[config.mk]
export PLATFORM = sky130hd
export DESIGN_NAME = pi_controller_antiwindup
export DESIGN_NICKNAME = d
export VERILOG_FILES = /design/src/hw/rtl/pi_aw_pkg.sv /design/src/hw/rtl/pi_aw_ctrl.sv /design/src/hw/rtl/pi_aw_dp.sv /design/src/hw/rtl/pi_controller_antiwindup.sv
export SDC_FILE = /design/constraint.sdc
export NUM_CORES = 2
export LEC_CHECK = 0
export BUFFER_PORTS_ARGS = -buffer_cell sky130_fd_sc_hd__buf_2
export CAP_MARGIN = 20
export CORE_MARGIN = 2
export CORE_UTILIZATION = 35
export DETAILED_ROUTE_END_ITERATION = 16
export PLACE_DENSITY_LB_ADDON = 0.25
export SKIP_CTS_REPAIR_TIMING = 1
export SYNTH_ARGS = -nofsm -noshare
export SYNTH_HDL_FRONTEND = slang
export SYNTH_SLANG_ARGS = --single-unit
[constraint.sdc]
create_clock -name i_clk -period 24.6 [get_ports i_clk]
set_input_delay 1.23 -clock i_clk [delete_from_list [all_inputs] [get_ports i_clk]]
set_output_delay 1.23 -clock i_clk [all_outputs]
set_load 0.02 [all_outputs]
[src/hw/rtl/pi_aw_pkg.sv]
// shared types and constants for the clamped pi speed controller
// no dependencies; used by pi_aw_ctrl, pi_aw_dp and pi_controller_antiwindup
package pi_aw_pkg;

    localparam int CFG_IDX_W  = 3;
    localparam int CFG_DATA_W = 16;
    localparam int DRIVE_W    = 16;

    // configuration register indexes
    localparam logic [CFG_IDX_W-1:0] REG_PROP_GAIN  = 3'd0;
    localparam logic [CFG_IDX_W-1:0] REG_INT_GAIN   = 3'd1;
    localparam logic [CFG_IDX_W-1:0] REG_PERIOD     = 3'd2;
    localparam logic [CFG_IDX_W-1:0] REG_DRIVE_MIN  = 3'd3;
    localparam logic [CFG_IDX_W-1:0] REG_DRIVE_MAX  = 3'd4;

    // reset values of the configuration registers
    localparam logic [CFG_DATA_W-1:0] RST_PROP_GAIN = 16'd256;
    localparam logic [CFG_DATA_W-1:0] RST_INT_GAIN  = 16'd51;
    localparam logic [CFG_DATA_W-1:0] RST_PERIOD    = 16'd66;
    localparam logic [CFG_DATA_W-1:0] RST_DRIVE_MIN = 16'h8000;
    localparam logic [CFG_DATA_W-1:0] RST_DRIVE_MAX = 16'h7FFF;

    typedef enum logic [2:0] {
        S_IDLE,
        S_KD,
        S_KE,
        S_ACC,
        S_ICLAMP,
        S_KP,
        S_SUM,
        S_OUT
    } t_state;

    typedef enum logic [1:0] {
        MUL_NONE,
        MUL_KD,
        MUL_KE,
        MUL_KP
    } t_mul_op;

    typedef enum logic [1:0] {
        ACC_HOLD,
        ACC_INTEG,
        ACC_SUM
    } t_acc_op;

    typedef struct packed {
        logic    load_in;
        t_mul_op mul_op;
        t_acc_op acc_op;
        logic    integ_load;
        logic    drive_load;
    } t_dp_cmd;

endpackage

[src/hw/rtl/pi_aw_ctrl.sv]
// sequencer for the pi controller: steps one request through the shared multiplier
// depends on pi_aw_pkg; drives the command struct of pi_aw_dp
module pi_aw_ctrl (
    input  logic               i_clk,
    input  logic               i_rst_n,
    input  logic               i_in_valid,
    output logic               o_in_stall,
    output logic               o_out_valid,
    input  logic               i_out_stall,
    output pi_aw_pkg::t_dp_cmd o_cmd
);

    pi_aw_pkg::t_state r_state, n_state;
    logic              r_out_valid, n_out_valid;

    always_ff @(posedge i_clk) begin
        if (!i_rst_n) begin
            r_state     <= pi_aw_pkg::S_IDLE;
            r_out_valid <= 1'b0;
        end else begin
            r_state     <= n_state;
            r_out_valid <= n_out_valid;
        end
    end

    always_comb begin
        n_state          = r_state;
        o_cmd.load_in    = 1'b0;
        o_cmd.mul_op     = pi_aw_pkg::MUL_NONE;
        o_cmd.acc_op     = pi_aw_pkg::ACC_HOLD;
        o_cmd.integ_load = 1'b0;
        o_cmd.drive_load = 1'b0;
        case (r_state)
            pi_aw_pkg::S_IDLE: begin
                if (i_in_valid) begin
                    o_cmd.load_in = 1'b1;
                    n_state       = pi_aw_pkg::S_KD;
                end
            end
            pi_aw_pkg::S_KD: begin
                o_cmd.mul_op = pi_aw_pkg::MUL_KD;
                n_state      = pi_aw_pkg::S_KE;
            end
            pi_aw_pkg::S_KE: begin
                o_cmd.mul_op = pi_aw_pkg::MUL_KE;
                n_state      = pi_aw_pkg::S_ACC;
            end
            pi_aw_pkg::S_ACC: begin
                o_cmd.acc_op = pi_aw_pkg::ACC_INTEG;
                n_state      = pi_aw_pkg::S_ICLAMP;
            end
            pi_aw_pkg::S_ICLAMP: begin
                o_cmd.integ_load = 1'b1;
                n_state          = pi_aw_pkg::S_KP;
            end
            pi_aw_pkg::S_KP: begin
                o_cmd.mul_op = pi_aw_pkg::MUL_KP;
                n_state      = pi_aw_pkg::S_SUM;
            end
            pi_aw_pkg::S_SUM: begin
                o_cmd.acc_op = pi_aw_pkg::ACC_SUM;
                n_state      = pi_aw_pkg::S_OUT;
            end
            pi_aw_pkg::S_OUT: begin
                // wait here only while the previous result is still held
                if (!r_out_valid || !i_out_stall) begin
                    o_cmd.drive_load = 1'b1;
                    n_state          = pi_aw_pkg::S_IDLE;
                end
            end
            default: begin
                n_state = pi_aw_pkg::S_IDLE;
            end
        endcase
    end

    always_comb begin
        n_out_valid = r_out_valid;
        if (o_cmd.drive_load) begin
            n_out_valid = 1'b1;
        end else if (r_out_valid && !i_out_stall) begin
            n_out_valid = 1'b0;
        end
    end

    assign o_in_stall  = (r_state != pi_aw_pkg::S_IDLE);
    assign o_out_valid = r_out_valid;

`ifndef SYNTHESIS
    a_rise_after_out: assert property (@(posedge i_clk) disable iff (!i_rst_n)
        $rose(o_out_valid) |-> $past(r_state == pi_aw_pkg::S_OUT))
        else $error("result valid without finishing a request");

    a_accept_starts: assert property (@(posedge i_clk) disable iff (!i_rst_n)
        (i_in_valid && !o_in_stall) |=> (r_state == pi_aw_pkg::S_KD))
        else $error("accepted request did not start the sequence");

    a_no_overwrite: assert property (@(posedge i_clk) disable iff (!i_rst_n)
        o_cmd.drive_load |-> (!r_out_valid || !i_out_stall))
        else $error("pending result overwritten");

    a_stall_busy: assert property (@(posedge i_clk) disable iff (!i_rst_n)
        (r_state == pi_aw_pkg::S_OUT && r_out_valid && i_out_stall)
            |=> (r_state == pi_aw_pkg::S_OUT && o_out_valid))
        else $error("sequence left the output stage while the result was held");
`endif

endmodule

[src/hw/rtl/pi_aw_dp.sv]
// datapath of the pi controller: config registers, shared multiplier, integrator and clamp
// depends on pi_aw_pkg; sequenced by pi_aw_ctrl
module pi_aw_dp #(
    parameter int SAMPLE_WIDTH = 16
) (
    input  logic                                     i_clk,
    input  logic                                     i_rst_n,
    input  pi_aw_pkg::t_dp_cmd                       i_cmd,
    input  logic signed [SAMPLE_WIDTH-1:0]           i_reference_speed,
    input  logic signed [SAMPLE_WIDTH-1:0]           i_measured_speed,
    input  logic                                     i_cfg_we,
    input  logic        [pi_aw_pkg::CFG_IDX_W-1:0]   i_cfg_index,
    input  logic        [pi_aw_pkg::CFG_DATA_W-1:0]  i_cfg_data,
    output logic signed [pi_aw_pkg::DRIVE_W-1:0]     o_drive_command
);

    // operand b carries either the error or the zero-extended period
    localparam int MW = (SAMPLE_WIDTH + 1 > 17) ? SAMPLE_WIDTH + 1 : 17;
    localparam int PW = 32 + MW;
    localparam int AW = PW + 9;

    logic signed [15:0]    r_kp, r_ki, r_lo, r_hi;
    logic        [15:0]    r_dt;
    logic signed [MW-1:0]  r_err;
    logic signed [PW-1:0]  r_prod;
    logic signed [AW-1:0]  r_acc;
    logic signed [31:0]    r_integ;
    logic signed [pi_aw_pkg::DRIVE_W-1:0] r_drive;

    logic signed [31:0]    w_mul_a;
    logic signed [MW-1:0]  w_mul_b;
    logic signed [PW-1:0]  w_prod;
    logic signed [AW-1:0]  w_int_sh, w_prod_x, w_acc_integ, w_acc_sum;
    logic signed [AW-1:0]  w_lo, w_hi, w_clip_hi, w_clamp;
    logic signed [32:0]    w_rnd;

    // configuration registers
    always_ff @(posedge i_clk) begin
        if (!i_rst_n) begin
            r_kp <= pi_aw_pkg::RST_PROP_GAIN;
            r_ki <= pi_aw_pkg::RST_INT_GAIN;
            r_dt <= pi_aw_pkg::RST_PERIOD;
            r_lo <= pi_aw_pkg::RST_DRIVE_MIN;
            r_hi <= pi_aw_pkg::RST_DRIVE_MAX;
        end else if (i_cfg_we) begin
            case (i_cfg_index)
                pi_aw_pkg::REG_PROP_GAIN: r_kp <= i_cfg_data;
                pi_aw_pkg::REG_INT_GAIN:  r_ki <= i_cfg_data;
                pi_aw_pkg::REG_PERIOD:    r_dt <= i_cfg_data;
                pi_aw_pkg::REG_DRIVE_MIN: r_lo <= i_cfg_data;
                pi_aw_pkg::REG_DRIVE_MAX: r_hi <= i_cfg_data;
                default: ;
            endcase
        end
    end

    // shared multiplier operands
    always_comb begin
        case (i_cmd.mul_op)
            pi_aw_pkg::MUL_KD: begin
                w_mul_a = 32'(r_ki);
                w_mul_b = $signed(MW'({1'b0, r_dt}));
            end
            pi_aw_pkg::MUL_KE: begin
                w_mul_a = $signed(r_prod[31:0]);
                w_mul_b = r_err;
            end
            pi_aw_pkg::MUL_KP: begin
                w_mul_a = 32'(r_kp);
                w_mul_b = r_err;
            end
            default: begin
                w_mul_a = 32'(r_kp);
                w_mul_b = r_err;
            end
        endcase
    end

    assign w_prod = w_mul_a * w_mul_b;

    // integrator step rounded to nearest: fold the half-lsb into the low byte
    assign w_int_sh    = $signed({{(AW-40){r_integ[31]}}, r_integ, 8'h80});
    assign w_prod_x    = AW'(r_prod);
    assign w_acc_integ = (w_int_sh + w_prod_x) >>> 8;
    assign w_acc_sum   = (w_prod_x <<< 8) + AW'(r_integ);

    // clamp order: upper limit first, then lower
    assign w_lo      = AW'(r_lo) <<< 16;
    assign w_hi      = AW'(r_hi) <<< 16;
    assign w_clip_hi = (r_acc > w_hi) ? w_hi : r_acc;
    assign w_clamp   = (w_clip_hi < w_lo) ? w_lo : w_clip_hi;

    assign w_rnd = $signed({w_clamp[31], w_clamp[31:0]}) + 33'sd32768;

    always_ff @(posedge i_clk) begin
        if (!i_rst_n) begin
            r_integ <= '0;
        end else if (i_cmd.integ_load) begin
            r_integ <= w_clamp[31:0];
        end
    end

    always_ff @(posedge i_clk) begin
        if (i_cmd.load_in) begin
            r_err <= MW'(i_reference_speed) - MW'(i_measured_speed);
        end
        if (i_cmd.mul_op != pi_aw_pkg::MUL_NONE) begin
            r_prod <= w_prod;
        end
        case (i_cmd.acc_op)
            pi_aw_pkg::ACC_INTEG: r_acc <= w_acc_integ;
            pi_aw_pkg::ACC_SUM:   r_acc <= w_acc_sum;
            default: ;
        endcase
        if (i_cmd.drive_load) begin
            r_drive <= w_rnd[31:16];
        end
    end

    assign o_drive_command = r_drive;

endmodule

[src/hw/rtl/pi_controller_antiwindup.sv]
// top level of the pi speed controller with clamping anti-windup
// depends on pi_aw_pkg, pi_aw_ctrl and pi_aw_dp
//
// Each accepted request (reference and measured speed) yields one clamped drive
// command. The accepting cycle takes the error, then three passes through the
// single shared multiplier (32 x 17 bits at the default sample width; integral
// gain times period, times error, proportional gain times error) are interleaved
// with the integrator add, clamp, output add and clamp, and the result is loaded
// in the output step once the output register is free. The input is
// stalled while a request is in flight; a finished result sits in an output
// register so the next request can be taken while it waits, and that next request
// then holds in its last step until the earlier result is taken. Configuration
// writes take effect at once and belong only in idle periods. The integrator and
// drive saturate to [drive_min, drive_max] (upper limit tested first).
module pi_controller_antiwindup #(
    parameter int SAMPLE_WIDTH = 16
) (
    input  logic                                     i_clk,
    input  logic                                     i_rst_n,
    input  logic                                     i_in_valid,
    output logic                                     o_in_stall,
    input  logic signed [SAMPLE_WIDTH-1:0]           i_reference_speed,
    input  logic signed [SAMPLE_WIDTH-1:0]           i_measured_speed,
    output logic                                     o_out_valid,
    input  logic                                     i_out_stall,
    output logic signed [pi_aw_pkg::DRIVE_W-1:0]     o_drive_command,
    input  logic                                     i_cfg_we,
    input  logic        [pi_aw_pkg::CFG_IDX_W-1:0]   i_cfg_index,
    input  logic        [pi_aw_pkg::CFG_DATA_W-1:0]  i_cfg_data
);

    pi_aw_pkg::t_dp_cmd w_cmd;

    pi_aw_ctrl u_ctrl (
        .i_clk       (i_clk),
        .i_rst_n     (i_rst_n),
        .i_in_valid  (i_in_valid),
        .o_in_stall  (o_in_stall),
        .o_out_valid (o_out_valid),
        .i_out_stall (i_out_stall),
        .o_cmd       (w_cmd)
    );

    pi_aw_dp #(
        .SAMPLE_WIDTH (SAMPLE_WIDTH)
    ) u_dp (
        .i_clk             (i_clk),
        .i_rst_n           (i_rst_n),
        .i_cmd             (w_cmd),
        .i_reference_speed (i_reference_speed),
        .i_measured_speed  (i_measured_speed),
        .i_cfg_we          (i_cfg_we),
        .i_cfg_index       (i_cfg_index),
        .i_cfg_data        (i_cfg_data),
        .o_drive_command   (o_drive_command)
    );

endmodule
==> impl_metrics.ini <==
[run_status]
status = finished clean

[die]
die_h_um = 324
num_io_pins = 74
die_w_um = 324
rows = 117
core_mm2 = 0.102
initial_core_util_pct = 35.3
dieArea_mm2 = 0.105

[finish]
multiInputGateArea_mm2 = 0.0263
final_common_cell = inv_1
antenna_cells = 0
syn2layout_area_growth_pct = 8.33
seq_area_mm2 = 0.00653
fin_nets = 5027
layout_common_cells = inv_1, nand2_1, fa_1
fill_cells = 10466
drive_above_1_share_pct = 5.59

[critical_path]
max_stage_delay_ns = 0.84
startpoint = u_ctrl.r_state[1]
r2r-end = u_dp.r_prod[40]
worstPathRequired_ns = 24.90
crit_arrival_ns = 10.42
critPathKind = flip-flop to flip-flop
end_kind = flip-flop
reg2regPathDepth = 30
critPathSlowestCell = a21oi_1
r2r_slack_ns = 14.48
endpoint = u_dp.r_prod[40]
startpoint_type = flip-flop
r2r_start = u_ctrl.r_state[1]
crit_fanout = 17

[routing]
via_per_inst = 5.20
postRouteAntennaNets = 0
first_iter_violations = 2296
vias = 28794
dr.pass1.iters = 5
drc = 0
wirelength_um = 115000
wl_per_cell_um = 20.8

[sta]
setup_viol = 0
worst_pin_slew_ns = 1.13
rsz0062_at_grt = no
finalSetupTns_ns = 0
fmax_mhz = 98.9
report.final.slew_viol_count = 0
slew_headroom_pct = 24.5
hold_ws_ns = 0.462
finalHoldViolations = 0
finalClockSkew_ns = 0.0214
period_share_pct = 41.1
final.min_clock_period_ns = 10.12

[cts]
clock_latency_ns = 0.59
clock_sinks = 256
tritoncts = done
clock_path_buffers = 3
htreeDepth = 1
ctsRootBufferMaster = clkbuf_16
path_clk_slew_ns = 0.07
cts_buffers = 28

[synth]
synth_edf_count = 140
ys_seq_area_share_pct = 18.2
syn-cell-area_mm2 = 0.0358
synth_fp_nets = 5019
synth_ff_type = edfxtp_1
async_reset_ff_share_pct = 0
ys_ff_latch = 256
synthCells = 4135
syn_avg_cell_area_um2 = 8.66
yosysWarnings = 0
ys_types = 69

[global_route]
grt_pass1_wl_um = 179000
grt_pass1_vias = 29373
antenna_found_initial = 3
track_usage_pct = 22.4
grt_max_degree = 59
grt_overflow = 0

[job]
cap_violations = 0

[hold_path]
hold_depth = 2
hp-class = flip-flop to flip-flop

[place]
hpwl_um = 92300
place.gp.congestion = 0.943
port_buffers = 73
[layer usage]
metal / vias up / part of all wire [%] / global-route usage (%)
li1: 13377 / - / -
met1: 14354 / 44 / 30.5
met2: 861 / 46 / 36.7
met3: 200 / 5.8 / 2.93
met4: 2 / 3.9 / 7.61
met5: - / 0.010 / 0
[critical path: cells and delay by family (launching register included)]
kind | cells | cell delay [ns]
adders and majority gates | 9 | 4.47
AOI/OAI and AO/OA | 9 | 3.07
and+or+nand+nor | 4 | 1.14
muxes | 2 | 0.41
DFF | 1 | 0.37
buffers and inverters | 6 | 0.32
[synthesized netlist by cell type (28+ instances only)]
master	n	share of area, %
o21ai_0	134	1.9
edfxtp_1	140	12
inv_1	682	7.1
o211ai_1	29	0.61
fa_1	524	29
mux2i_1	29	0.81
clkbuf_1	125	1.3
nand2_1	609	6.4
a22oi_1	32	0.67
nand3_1	75	1.0
a21o_1	121	2.5
xnor2_1	97	2.4
nor3_1	30	0.42
ha_1	304	11
nor2_1	396	4.1
dfxtp_1	116	6.5
a21oi_1	267	3.7
xor2_1	49	1.2
mux2_2	28	0.88
[through the flow]
step	cell area [um^2]	util, %	worst slack (ns)	cells
after floorplan	35800	-	15.97	4135
final	38800	38.2	14.48	5533
after detailed placement	37800	37.2	14.64	5479
after CTS	38800	38.2	14.58	5531
after global placement	37800	37.2	14.76	5477
after global routing	38800	38.2	13.92	5533
[area by class of cell]
class                   instances  share of cell area, %
clock buffers                  34                   1.92
repair buffers                127                   2.06
inverters                     682                   6.60
well taps                    1368                   4.41
multi-input cells            3048                   67.7
clock inverters                18                  0.542
flip-flops and latches        256                   16.8
[sequential cells by signal, summed over array words and instances, names as in the netlist]
| name | count |
|---|---|
| u_dp.r_acc | 58 |
| u_dp.r_prod | 49 |
| u_dp.r_integ | 32 |
| u_dp.r_err | 17 |
| u_dp.o_drive_command | 16 |
| u_dp.r_dt | 16 |
| u_dp.r_hi | 16 |
| u_dp.r_ki | 16 |
| u_dp.r_kp | 16 |
| u_dp.r_lo | 16 |
| u_ctrl.r_state | 3 |
| u_ctrl.o_out_valid | 1 |
[cell families after synthesis]
kind of cell    synth area share (%)
mux                             1.69
compound gates                  12.8
fa+ha+maj                       39.9
xor+xnor                        3.57
simple gates                    15.1
buf+inv                         8.75
flops                           18.2
[worst min path at each step]
stage / slack [ns] / start / end
4_1_cts: 0.46 / u_dp.r_kp[0] / u_dp.r_kp[0]
3_5_place_dp: 0.45 / u_dp.r_kp[0] / u_dp.r_kp[0]
2_1_floorplan: 0.44 / u_dp.r_dt[0] / u_dp.r_dt[0]
5_1_grt: 0.48 / u_dp.r_kp[0] / u_dp.r_kp[0]
3_3_place_gp: 0.44 / u_dp.r_lo[14] / u_dp.r_lo[14]
6_report: 0.46 / u_dp.r_kp[0] / u_dp.r_kp[0]
Power is left out: the tool's default activity adds up to more than one toggle a clock period on the data nets, which glitch-free logic cannot reach.
